[src/rtl/core/modular_inverse_extgcd_top_macros.svh]
// Assertion macros for the modular inverse block.
// Included by modular_inverse_extgcd_top; expects clk and rst_n in scope.
`ifndef MODULAR_INVERSE_EXTGCD_TOP_MACROS_SVH
`define MODULAR_INVERSE_EXTGCD_TOP_MACROS_SVH
`ifndef SYNTH
`define MIE_ASSERT(lbl, prop, msg) \
  lbl: assert property (@(posedge clk) disable iff (!rst_n) prop) else $error(msg);
`define MIE_ASSERT_RST(lbl, prop, msg) \
  lbl: assert property (@(posedge clk) prop) else $error(msg);
`else
`define MIE_ASSERT(lbl, prop, msg)
`define MIE_ASSERT_RST(lbl, prop, msg)
`endif
`endif

[src/rtl/core/mie_pkg.sv]
// Shared types and constants for the modular inverse block.
// No dependencies; used by mie_divser and modular_inverse_extgcd_top.
package mie_pkg;

  localparam int unsigned WIDTH_DEF = 32;

  // Top-level sequencer states
  typedef enum logic [2:0] {
    ST_IDLE,
    ST_STEP,
    ST_DIV,
    ST_RED,
    ST_FIX,
    ST_DONE
  } mie_state_t;

  // Serial divider states
  typedef enum logic [1:0] {
    DV_IDLE,
    DV_ALIGN,
    DV_SUB
  } div_state_t;

  // Divider status toward the sequencer
  typedef struct packed {
    logic busy;
    logic done;
  } div_status_t;

endpackage

[src/rtl/core/mie_divser.sv]
// Bit-serial divider: remainder of dividend/divisor and quotient*mult, one bit per cycle.
// Depends on mie_pkg.
module mie_divser #(
  parameter int unsigned WIDTH = mie_pkg::WIDTH_DEF
) (
  input  logic                clk,
  input  logic                rst_n,
  input  logic                start,
  input  logic [WIDTH-1:0]    dividend,
  input  logic [WIDTH-1:0]    divisor,   // nonzero
  input  logic [WIDTH-1:0]    mult,
  output mie_pkg::div_status_t status,
  output logic [WIDTH-1:0]    rem,
  output logic [WIDTH-1:0]    acc
);
  import mie_pkg::*;

  localparam int unsigned CW = $clog2(WIDTH);

  div_state_t      state_r, state_nxt;
  logic [WIDTH-1:0] rem_r, dvs_r, acc_r, mult_r;
  logic [CW-1:0]    cnt_r;
  logic             done_r, done_nxt;
  logic [WIDTH-1:0] dvs_dbl;
  logic             can_shift, ge;

  assign dvs_dbl   = {dvs_r[WIDTH-2:0], 1'b0};
  assign can_shift = !dvs_r[WIDTH-1] && (dvs_dbl <= rem_r);
  assign ge        = (rem_r >= dvs_r);

  always_ff @(posedge clk) begin
    if (!rst_n) begin
      state_r <= DV_IDLE;
      done_r  <= 1'b0;
    end else begin
      state_r <= state_nxt;
      done_r  <= done_nxt;
    end
  end

  always_comb begin
    state_nxt = state_r;
    done_nxt  = 1'b0;
    unique case (state_r)
      DV_IDLE: begin
        if (start) state_nxt = DV_ALIGN;
      end
      DV_ALIGN: begin
        if (!can_shift) state_nxt = DV_SUB;
      end
      DV_SUB: begin
        if (cnt_r == '0) begin
          state_nxt = DV_IDLE;
          done_nxt  = 1'b1;
        end
      end
      default: state_nxt = DV_IDLE;
    endcase
  end

  // Align divisor under the dividend MSB, then restore-subtract back down.
  // Quotient bits arrive MSB first and are folded into acc by Horner's rule.
  always_ff @(posedge clk) begin
    unique case (state_r)
      DV_IDLE: begin
        if (start) begin
          rem_r  <= dividend;
          dvs_r  <= divisor;
          mult_r <= mult;
          acc_r  <= '0;
          cnt_r  <= '0;
        end
      end
      DV_ALIGN: begin
        if (can_shift) begin
          dvs_r <= dvs_dbl;
          cnt_r <= cnt_r + 1'b1;
        end
      end
      DV_SUB: begin
        if (ge) rem_r <= rem_r - dvs_r;
        acc_r <= {acc_r[WIDTH-2:0], 1'b0} + (ge ? mult_r : '0);
        dvs_r <= {1'b0, dvs_r[WIDTH-1:1]};
        cnt_r <= cnt_r - 1'b1;
      end
      default: ;
    endcase
  end

  assign status.busy = (state_r != DV_IDLE);
  assign status.done = done_r;
  assign rem         = rem_r;
  assign acc         = acc_r;

endmodule

[src/rtl/core/modular_inverse_extgcd_top.sv]
// Modular inverse by extended Euclid: sequencer, output register and checks.
// Depends on mie_pkg, mie_divser and modular_inverse_extgcd_top_macros.svh.
`include "modular_inverse_extgcd_top_macros.svh"

// Takes value_in and modulus in one input transfer and returns one result:
// the first Bezout coefficient of value_in, reduced into 0 .. modulus-1,
// which is the modular inverse when the two are coprime. A zero modulus
// returns coefficient 0 with bad_modulus (out_tuser) set; it goes straight
// from ST_IDLE to ST_DONE and then into the output register, which raises
// out_tvalid. Otherwise the Euclid loop runs on one shared bit-serial
// divider: each Euclid step starts it, it shifts the divisor up under the
// dividend, then folds one quotient bit per subtract into the product with
// u1. ST_RED and ST_FIX then bring the coefficient into range before
// ST_DONE. At 32 bits the most Euclid steps come from a pair of neighboring
// Fibonacci numbers, with about 46 unit quotients.
// One item is worked at a time; in_tready is high only while the sequencer
// is idle. The result sits in an output register, so a new item may be
// taken while the previous result still waits for its transfer.
module modular_inverse_extgcd_top #(
  parameter int unsigned WIDTH = mie_pkg::WIDTH_DEF
) (
  input  logic                                clk,
  input  logic                                rst_n,
  input  logic                                in_tvalid,
  output logic                                in_tready,
  input  logic [((2*WIDTH+7)/8)*8-1:0]        in_tdata,   // value_in, modulus
  output logic                                out_tvalid,
  input  logic                                out_tready,
  output logic [((WIDTH+7)/8)*8-1:0]          out_tdata,  // coefficient
  output logic                                out_tuser   // bad_modulus
);
  import mie_pkg::*;

  mie_state_t       state_r, state_nxt;

  // Euclid registers: remainders, coefficient magnitudes, sign of u0
  logic [WIDTH-1:0] r0_r, r1_r, u0_r, u1_r, mod_r;
  logic             neg_r;

  // Result staging and output register
  logic [WIDTH-1:0] res_r;
  logic             res_bad_r;
  logic [WIDTH-1:0] coef_r;
  logic             bad_r;
  logic             out_vld_r;

  logic [WIDTH-1:0] in_value, in_modulus;
  logic             in_xfer, out_load, div_start;

  div_status_t      div_st;
  logic [WIDTH-1:0] div_rem, div_acc;

  assign in_value   = in_tdata[WIDTH-1:0];
  assign in_modulus = in_tdata[2*WIDTH-1:WIDTH];
  assign in_xfer    = in_tvalid && in_tready;

  mie_divser #(.WIDTH(WIDTH)) u_div (
    .clk      (clk),
    .rst_n    (rst_n),
    .start    (div_start),
    .dividend (r0_r),
    .divisor  (r1_r),
    .mult     (u1_r),
    .status   (div_st),
    .rem      (div_rem),
    .acc      (div_acc)
  );

  always_ff @(posedge clk) begin
    if (!rst_n) state_r <= ST_IDLE;
    else        state_r <= state_nxt;
  end

  always_comb begin
    state_nxt = state_r;
    in_tready = 1'b0;
    div_start = 1'b0;
    out_load  = 1'b0;
    unique case (state_r)
      ST_IDLE: begin
        in_tready = 1'b1;
        if (in_tvalid) begin
          state_nxt = (in_modulus == '0) ? ST_DONE : ST_STEP;
        end
      end
      ST_STEP: begin
        if (r1_r == '0) begin
          state_nxt = ST_RED;
        end else begin
          div_start = 1'b1;
          state_nxt = ST_DIV;
        end
      end
      ST_DIV: begin
        if (div_st.done) state_nxt = ST_STEP;
      end
      ST_RED:  state_nxt = ST_FIX;
      ST_FIX:  state_nxt = ST_DONE;
      ST_DONE: begin
        // wait for the output register to free up
        if (!out_vld_r || out_tready) begin
          out_load  = 1'b1;
          state_nxt = ST_IDLE;
        end
      end
      default: state_nxt = ST_IDLE;
    endcase
  end

  // Euclid datapath
  always_ff @(posedge clk) begin
    unique case (state_r)
      ST_IDLE: begin
        if (in_xfer) begin
          r0_r      <= in_value;
          r1_r      <= in_modulus;
          mod_r     <= in_modulus;
          u0_r      <= {{(WIDTH-1){1'b0}}, 1'b1};
          u1_r      <= '0;
          neg_r     <= 1'b0;
          res_r     <= '0;
          res_bad_r <= (in_modulus == '0);
        end
      end
      ST_DIV: begin
        // (r0,r1,u0,u1) <= (r1, r0 mod r1, u1, u0 + q*u1); sign flips each step
        if (div_st.done) begin
          r0_r  <= r1_r;
          r1_r  <= div_rem;
          u0_r  <= u1_r;
          u1_r  <= u0_r + div_acc;
          neg_r <= !neg_r;
        end
      end
      ST_RED: begin
        // |u0| never exceeds the modulus, one subtract reduces it
        if (u0_r >= mod_r) u0_r <= u0_r - mod_r;
      end
      ST_FIX: begin
        res_r     <= (neg_r && (u0_r != '0)) ? (mod_r - u0_r) : u0_r;
        res_bad_r <= 1'b0;
      end
      default: ;
    endcase
  end

  // Output register
  always_ff @(posedge clk) begin
    if (!rst_n) begin
      out_vld_r <= 1'b0;
    end else if (out_load) begin
      out_vld_r <= 1'b1;
    end else if (out_tready) begin
      out_vld_r <= 1'b0;
    end
  end

  always_ff @(posedge clk) begin
    if (out_load) begin
      coef_r <= res_r;
      bad_r  <= res_bad_r;
    end
  end

  always_comb begin
    out_tdata              = '0;
    out_tdata[WIDTH-1:0]   = coef_r;
  end

  assign out_tvalid = out_vld_r;
  assign out_tuser  = bad_r;

  // Checks
  `MIE_ASSERT(a_accept_leaves_idle, in_xfer |=> state_r != ST_IDLE, "accepted item did not start")
  `MIE_ASSERT(a_idle_div_quiet, in_tready |-> !div_st.busy, "divider busy while idle")
  `MIE_ASSERT(a_div_done_in_div, div_st.done |-> state_r == ST_DIV, "divider done outside wait")
  `MIE_ASSERT(a_bad_zero, out_vld_r && bad_r |-> coef_r == '0, "bad modulus with nonzero result")
  `MIE_ASSERT_RST(a_reset_clears_out, !rst_n |=> !out_vld_r, "output valid after reset")

endmodule
[config.mk]
export PLATFORM = sky130hd
export DESIGN_NAME = modular_inverse_extgcd_top
export DESIGN_NICKNAME = d
export VERILOG_FILES = /design/src/rtl/core/mie_pkg.sv /design/src/rtl/core/mie_divser.sv /design/src/rtl/core/modular_inverse_extgcd_top.sv
export VERILOG_INCLUDE_DIRS = /design/src /design/src/rtl/core
export SDC_FILE = /design/constraint.sdc
export NUM_CORES = 1
export LEC_CHECK = 0
export BUFFER_PORTS_ARGS = -buffer_cell sky130_fd_sc_hd__buf_2
export CAP_MARGIN = 10
export CORE_ASPECT_RATIO = 0.75
export CORE_UTILIZATION = 30
export DETAILED_ROUTE_END_ITERATION = 10
export GPL_TIMING_DRIVEN = 0
export SYNTH_ARGS = -nofsm -noshare
export SYNTH_HDL_FRONTEND = slang
export SYNTH_SLANG_ARGS = --single-unit
[constraint.sdc]
create_clock -name clk -period 14.14 [get_ports clk]
set_input_delay 1.414 -clock clk [delete_from_list [all_inputs] [get_ports clk]]
set_output_delay 1.414 -clock clk [all_outputs]
set_load 0.02 [all_outputs]
### Word-level counts from Yosys, hierarchy flattened

Index checks and enable logic that the tools add are counted.

| word-level totals | value |
|---|---|
| logic and storage cells | 126 |
| flip-flop bits (word level) | 367 |
| output and inout bits | 35 |

| operators by class | value |
|---|---|
| order comparisons | 3 |
| multiplexer cells | 50 |
| add/subtract/negate cells | 7 |
| reductions and logical operators | 30 |
| equality and inequality tests | 17 |

Operators with widths:

| operator | count |
|---|---|
| two-way mux 32 bit | 16 |
| case mux 32 bit (2 select lines) | 6 |
| case mux 32 bit (3 select lines) | 2 |
| subtractor 32 bit | 3 |
| adder 32 bit | 2 |
| >= comparator 32 bit | 2 |
| zero test 32 bit | 2 |
| less-or-equal comparator 32 bit | 1 |
| nonzero test 32 bit | 1 |
| case mux 3 bit (6 select lines) | 1 |
| case mux 5 bit (3 select lines) | 1 |
| AND reduction 3 bit | 5 |
| two-way mux 1 bit | 12 |
| two-way mux 3 bit | 4 |
| != test 2 bit (second input constant) | 6 |
| two-way mux 5 bit | 2 |
| AND reduction 2 bit | 5 |
| != test 2 x 1 -> 1 bit (second input constant) | 4 |
| nonzero test 2 bit | 4 |
| == test 3 x 2 -> 1 bit (second input constant) | 2 |
| == test 3 bit (second input constant) | 2 |
| two-way mux 2 bit | 3 |
| case mux 2 bit (3 select lines) | 1 |
| nonzero test 3 bit | 2 |
| 13 further kinds | 18 |

### Depth between registers and ports, before layout

| logic depth | value |
|---|---|
| word-level depth | 5 |
| mapped depth | 23 |

### Hierarchy

A second synthesis with hierarchy kept.

| second synthesis, totals | value |
|---|---|
| cell total of the unflattened synthesis | 2511 |
| area total of the unflattened synthesis | 24136.9 um^2 |

Modules (own cells, without submodules):

| module | times used | area each (um^2) | cells each | seq. area each (um^2) |
|---|---|---|---|---|
| modular_inverse_extgcd_top | 1 | 14336.2 | 1519 | 6896.6 |
| mie_divser | 1 | 9800.6 | 992 | 4053.9 |

### Least setup slack after synthesis

OpenSTA, ideal clock, no wires.

| path | value |
|---|---|
| kind | register to register |
| start | reg state_r[0] |
| end | reg u_div.rem_r[0], in the netlist u_div.rem[0] (enable) |
| buffers on the path | 1 |
| stages on the path, launching flop included | 8 |
| period minus slack after synthesis | 6127 ps |
| data arrival time | 5656 ps |
| required time | 13670 ps |
| library setup time | 470 ps |
| setup slack | 8013 ps |
| path through | dfxtp_1 clkbuf_1 inv_1 nor2_1 o211ai_1 nor2_1 a21o_1 a21boi_0 |

| between the ends | value |
|---|---|
| cells in the longest elaborated chain, start to end | 4 |

Ends and longest elaborated chain:

| item | RTL line | text |
|---|---|---|
| start: declaration | modular_inverse_extgcd_top.sv:34 | `mie_state_t state_r, state_nxt;` |
| start signal: assignment | modular_inverse_extgcd_top.sv:71 | `else state_r <= state_nxt;` |
| == test 3 x 1 -> 1 bit | modular_inverse_extgcd_top.sv:79 | `unique case (state_r)` |
| two-way mux 1 bit | modular_inverse_extgcd_top.sv:79 |  |
| != test 2 bit (no line) | n/a |  |
| AND reduction 3 bit (no line) | n/a |  |
| end signal: assignment | mie_divser.sv:67 | `rem_r <= dividend;` |
| end signal: assignment | mie_divser.sv:81 | `if (ge) rem_r <= rem_r - dvs_r;` |
| end: declaration | mie_divser.sv:21 | `logic [WIDTH-1:0] rem_r, dvs_r, acc_r, mult_r;` |

No other way between the ends.
A chain may end at the register's enable or synchronous reset.

### Final worst setup path

| path | value |
|---|---|
| start | reg u_div.dvs_r[2] |
| end | reg u_div.acc_r[27], in the netlist u_div.acc[27] (data pin) |

| between the ends | value |
|---|---|
| cells in the longest elaborated chain, start to end | 4 |

Ends and longest elaborated chain:

| item | RTL line | text |
|---|---|---|
| start: declaration | mie_divser.sv:21 |  |
| start signal: assignment | mie_divser.sv:68 | `dvs_r <= divisor;` |
| start signal: assignment | mie_divser.sv:76 | `dvs_r <= dvs_dbl;` |
| start signal: assignment | mie_divser.sv:83 | `dvs_r <= {1'b0, dvs_r[WIDTH-1:1]};` |
| >= comparator 32 bit | mie_divser.sv:29 | `assign ge = (rem_r >= dvs_r);` |
| two-way mux 32 bit | mie_divser.sv:82 | `acc_r <= {acc_r[WIDTH-2:0], 1'b0} + (ge ? mult_r : '0);` |
| adder 32 bit | mie_divser.sv:82 |  |
| case mux 32 bit (2 select lines) | mie_divser.sv:64 | `unique case (state_r)` |
| end signal: assignment | mie_divser.sv:82 |  |
| end: declaration | mie_divser.sv:21 |  |

No other way between the ends.

==> implementation parameters <==
Parameter                              Value

Status
  Status ... finished, final reports clean

Synthesis
  Mean post-synth cell area ... 9.77 µm²
  Nets in the synthesized netlist ... 2,688
  Leading area contributor after synthesis ... sky130_fd_sc_hd__edfxtp_1
  Fraction of registers with async set or reset after synthesis ... 0%
  Count of warnings emitted by yosys ... 0
  Cell types occupying the most area after synthesis ... sky130_fd_sc_hd__edfxtp_1, sky130_fd_sc_hd__ha_1, sky130_fd_sc_hd__nand2_1
  Most common library cells after synthesis ... sky130_fd_sc_hd__edfxtp_1, sky130_fd_sc_hd__nand2_1, sky130_fd_sc_hd__a21oi_1
  EDFF count, synth ... 360
  Cell area after synthesis ... 23,600 µm²
  Number of cells produced by synthesis ... 2,418
  Distinct cell type count of the synthesized netlist ... 75
  Yosys top cell area share ... 45.8%
  Cell with the most instances after synthesis ... sky130_fd_sc_hd__edfxtp_1
  Share of the yosys chip area belonging to registers ... 46.3%
  Post-synth top flop ... sky130_fd_sc_hd__edfxtp_1
  Number of flip-flops and latches in the synthesized netlist ... 367

Clock network
  Latest clock arrival within the worst-skew pair ... 570 ps
  Clock buffers created by TritonCTS ... 41
  Hold-fix buffer count after cts ... 0
  H-tree lvl count ... 2
  Clock net sink count ... 367
  Clock-pin slew of the registers on the worst-case setup and hold paths ... 60 ps
  Post-cts sizing count ... 0
  Number of buffers inserted by post-CTS setup repair ... 0
  CTS Root Cell ... sky130_fd_sc_hd__clkbuf_16
  Clock tree from TritonCTS ... built
  Clock Tree Buf Depth ... 3

Worst setup path
  Crit-path max FO ... 10
  R2r startpoint ... u_div.dvs_r[2]
  Worst Path Required ... 14,420 ps
  Critical Path AT ... 7370 ps
  Most frequent cell on the critical path ... sky130_fd_sc_hd__o21ai_0
  Critical R2R Capture ... u_div.acc[27]
  Worst reg2reg path depth ... 22
  Setup CP Type ... flip-flop to flip-flop
  Slowest stage cell, crit path ... sky130_fd_sc_hd__a21oi_1
  Worst setup slack for register-to-register paths ... 7060 ps
  Nature of the critical path startpoint ... flip-flop
  Max incr delay on CP ... 760 ps
  Cell Chain, Critical Path ... inv_1, ha_1, nor2b_1, o2111ai_1, nand3_1, a31oi_1, o21a_1, o21ai_0, a21oi_1, clkbuf_1, nor2b_1, ha_1, fa_1, a211oi_1, o31a_1, o21ai_0, o22a_1, a21o_1, a211oi_1, o21ai_0, xnor2_1, nor2_1
  Endpoint class of the critical path ... flip-flop

Run
  Maxcap violations ... 0

Timing
  Hold Violations, Final ... 0
  Worst-case headroom to the max-slew limit ... 15.9%
  Setup repair after global routing missed its margin ... false
  Final setup skew ... 18.4 ps
  Number of setup violations in the final report ... 0
  Max Fclk ... 141 MHz
  Transition time of the tightest slew-check pin ... 1260 ps
  Final setup TNS ... 0 ps
  Min cycle time layout ... 7080 ps
  Worst Setup Slack, final ... 7060 ps
  Max-slew violation total from the final report ... 0
  Period utilisation layout ... 50.1%

Detailed routing
  Total number of vias ... 19,300
  Detailed-routed wire length on met2 ... 30,300 µm
  Routed wire length ... 77,300 µm
  DRT iter0 DRCs ... 1,964
  # DRC ... 0
  Average via count per standard cell ... 5.31
  M1 WL ... 37,000 µm
  Routed len/inst ... 21.3 µm
  Count of antenna-violating nets left after detailed routing ... 0
  Drt first pass iters ... 6
  Detailed-routed wire length on met3 ... 8540 µm
  Max Used Layer ... met5

Placement
  Number of buffers added on ports ... 102
  Placed cell area ... 25,700 µm²
  DP HPWL ... 60,500 µm
  Placer's final routability congestion estimate ... 0.946
  Worst slack at placement ... 7170 ps

Global route
  Aggregate global routing overflow ... 0
  All-layer global routing usage ... 18.9%
  Wire length of the first global-routing pass ... 114,000 µm
  Vias in the first global route ... 17,700
  Maximum number of pins on one net before global-route repair ... 59
  Initial antenna violation count ... 5

Final layout
  Post-route cell area ... 27,000 µm²
  Ratio of cells with drive above 1 in the final layout ... 8.80%
  Inserted Diodes ... 0
  Final #Nets ... 2,843
  Area growth from synthesis to layout ... 14.2%

Hold path
  Hold path endpoint ... out_tdata[5]
  Worst hold path type ... flip-flop to flip-flop
  Number of instances on the worst hold path ... 0
  Startpoint of the most critical hold path ... res_r[5]

Floorplan
  Floorplan Core Area ... 77,400 µm²
  Number of core rows ... 88
  Die outline height ... 245 µm
  I/O pins ... 103
  Starting Density ... 30.5%
  Die width ... 326 µm
  Overall die area ... 79,900 µm²

Pwr
  IR drop worst, VDD ... 93.8 µV
  Power per standard cell area ... 211 nW/µm²
  LEAKAGE ... 10.9 nW
[layout make-up]
| class | count | area [µm²] |
|---|---|---|
| sequential | 367 | 11000 |
| tap | 1035 | 1290 |
| buffer | 103 | 399 |
| timing repair buffer | 112 | 738 |
| fill | 7926 | 50400 |
| multi-input combinational | 1769 | 11700 |
| clock inverter | 25 | 209 |
| clock buffer | 46 | 1040 |
| inverter | 179 | 672 |
[flip-flops by register name (all words and copies together) (netlist names)]
register	cells
u1_r	32
u_div.state_r	2
u_div.done_r	1
u_div.dvs_r	32
u_div.cnt_r	5
u_div.acc	32
out_tvalid	1
out_tdata	32
res_r	32
u_div.mult_r	32
state_r	3
out_tuser	1
neg_r	1
u_div.rem	32
r1_r	32
res_bad_r	1
mod_r	32
r0_r	32
u0_r	32
[critical path, delay by kind of cell (launching register included)]
| family | cells | cell delay [ps] |
|---|---|---|
| adder cells (fa/ha/maj) | 3 | 1060 |
| AO/OA/AOI/OAI | 12 | 3840 |
| buffers and inverters | 2 | 720 |
| flip-flops | 1 | 430 |
| AND/OR/NAND/NOR | 4 | 560 |
| XOR/XNOR | 1 | 170 |
[metrics by stage]
| stage | std cells | power [mW] | utilization, % | hold slack [ps] |
|---|---|---|---|---|
| 2_1_floorplan | 2418 | 3.74 | - | 400 |
| 6_report | 3636 | 5.69 | 34.9 | 417 |
| 4_1_cts | 3635 | 5.65 | 34.8 | 418 |
| 3_3_place_gp | 3555 | 4.55 | 32.9 | 404 |
| 5_1_grt | 3636 | 6.06 | 34.9 | 423 |
| 3_5_place_dp | 3564 | 4.59 | 33.2 | 405 |
[metal layers]
metal  up-vias  GRT usage [%]
li1       9102              -
met1      9218           29.5
met2       869           25.6
met3        94           4.61
met4         6           4.21
met5         -              0
[placed cells by master, fill, tap and decap left out, types with 7 or more instances in the layout]
cell,count
sky130_fd_sc_hd__o211ai_1,8
sky130_fd_sc_hd__and3_1,14
sky130_fd_sc_hd__a21oi_1,207
sky130_fd_sc_hd__clkinv_1,8
sky130_fd_sc_hd__dfxtp_1,7
sky130_fd_sc_hd__xnor2_1,83
sky130_fd_sc_hd__nor4_1,34
sky130_fd_sc_hd__clkbuf_16,41
sky130_fd_sc_hd__clkinv_2,9
sky130_fd_sc_hd__nand2_1,291
sky130_fd_sc_hd__edfxtp_1,360
sky130_fd_sc_hd__xor2_1,44
sky130_fd_sc_hd__a21o_1,87
sky130_fd_sc_hd__or3_1,9
sky130_fd_sc_hd__a31oi_1,21
sky130_fd_sc_hd__o21a_1,24
sky130_fd_sc_hd__o31ai_1,16
sky130_fd_sc_hd__ha_1,196
sky130_fd_sc_hd__buf_2,112
sky130_fd_sc_hd__clkbuf_1,92
sky130_fd_sc_hd__mux2_2,23
sky130_fd_sc_hd__nor2_1,186
sky130_fd_sc_hd__a22oi_1,32
sky130_fd_sc_hd__nand3_1,38
sky130_fd_sc_hd__o21ai_0,154
sky130_fd_sc_hd__nand2b_1,14
sky130_fd_sc_hd__nand4_1,37
sky130_fd_sc_hd__nor3_1,29
sky130_fd_sc_hd__a211oi_1,19
sky130_fd_sc_hd__inv_1,179
sky130_fd_sc_hd__nor2b_1,49
sky130_fd_sc_hd__and2_1,16
sky130_fd_sc_hd__o21bai_1,21
[worst max path at each step]
stage	start	to	slack, ps	cells after the start
6_report	u_div.dvs_r[2]	u_div.acc[27]	7060	22
5_1_grt	u_div.dvs_r[2]	u_div.acc[27]	6740	22
4_1_cts	u_div.dvs_r[2]	u_div.acc[27]	7140	22
3_5_place_dp	u_div.dvs_r[2]	u_div.acc[27]	7170	22
3_3_place_gp	state_r[0]	u_div.rem[28]	4110	7
2_1_floorplan	state_r[0]	u_div.rem[0]	8010	7
[cells by family after synthesis]
family                     Yosys count  synth area share [%]
xor gates and xnor gates           127                  4.71
muxes                               27                  1.27
AOI/OAI and AO/OA                  667                  17.8
adders and majority gates          202                  10.9
and+or+nand+nor                    746                  14.4
buffers and inverters              282                  4.53
DFF                                367                  46.3
[where the power goes]
part	internal [mW]	switching, mW
sequential	1.55	0.245
combinational	1.08	1.78
clock	0.586	0.454
total	3.22	2.47
No activity file was read; power rests on OpenSTA's default activity.
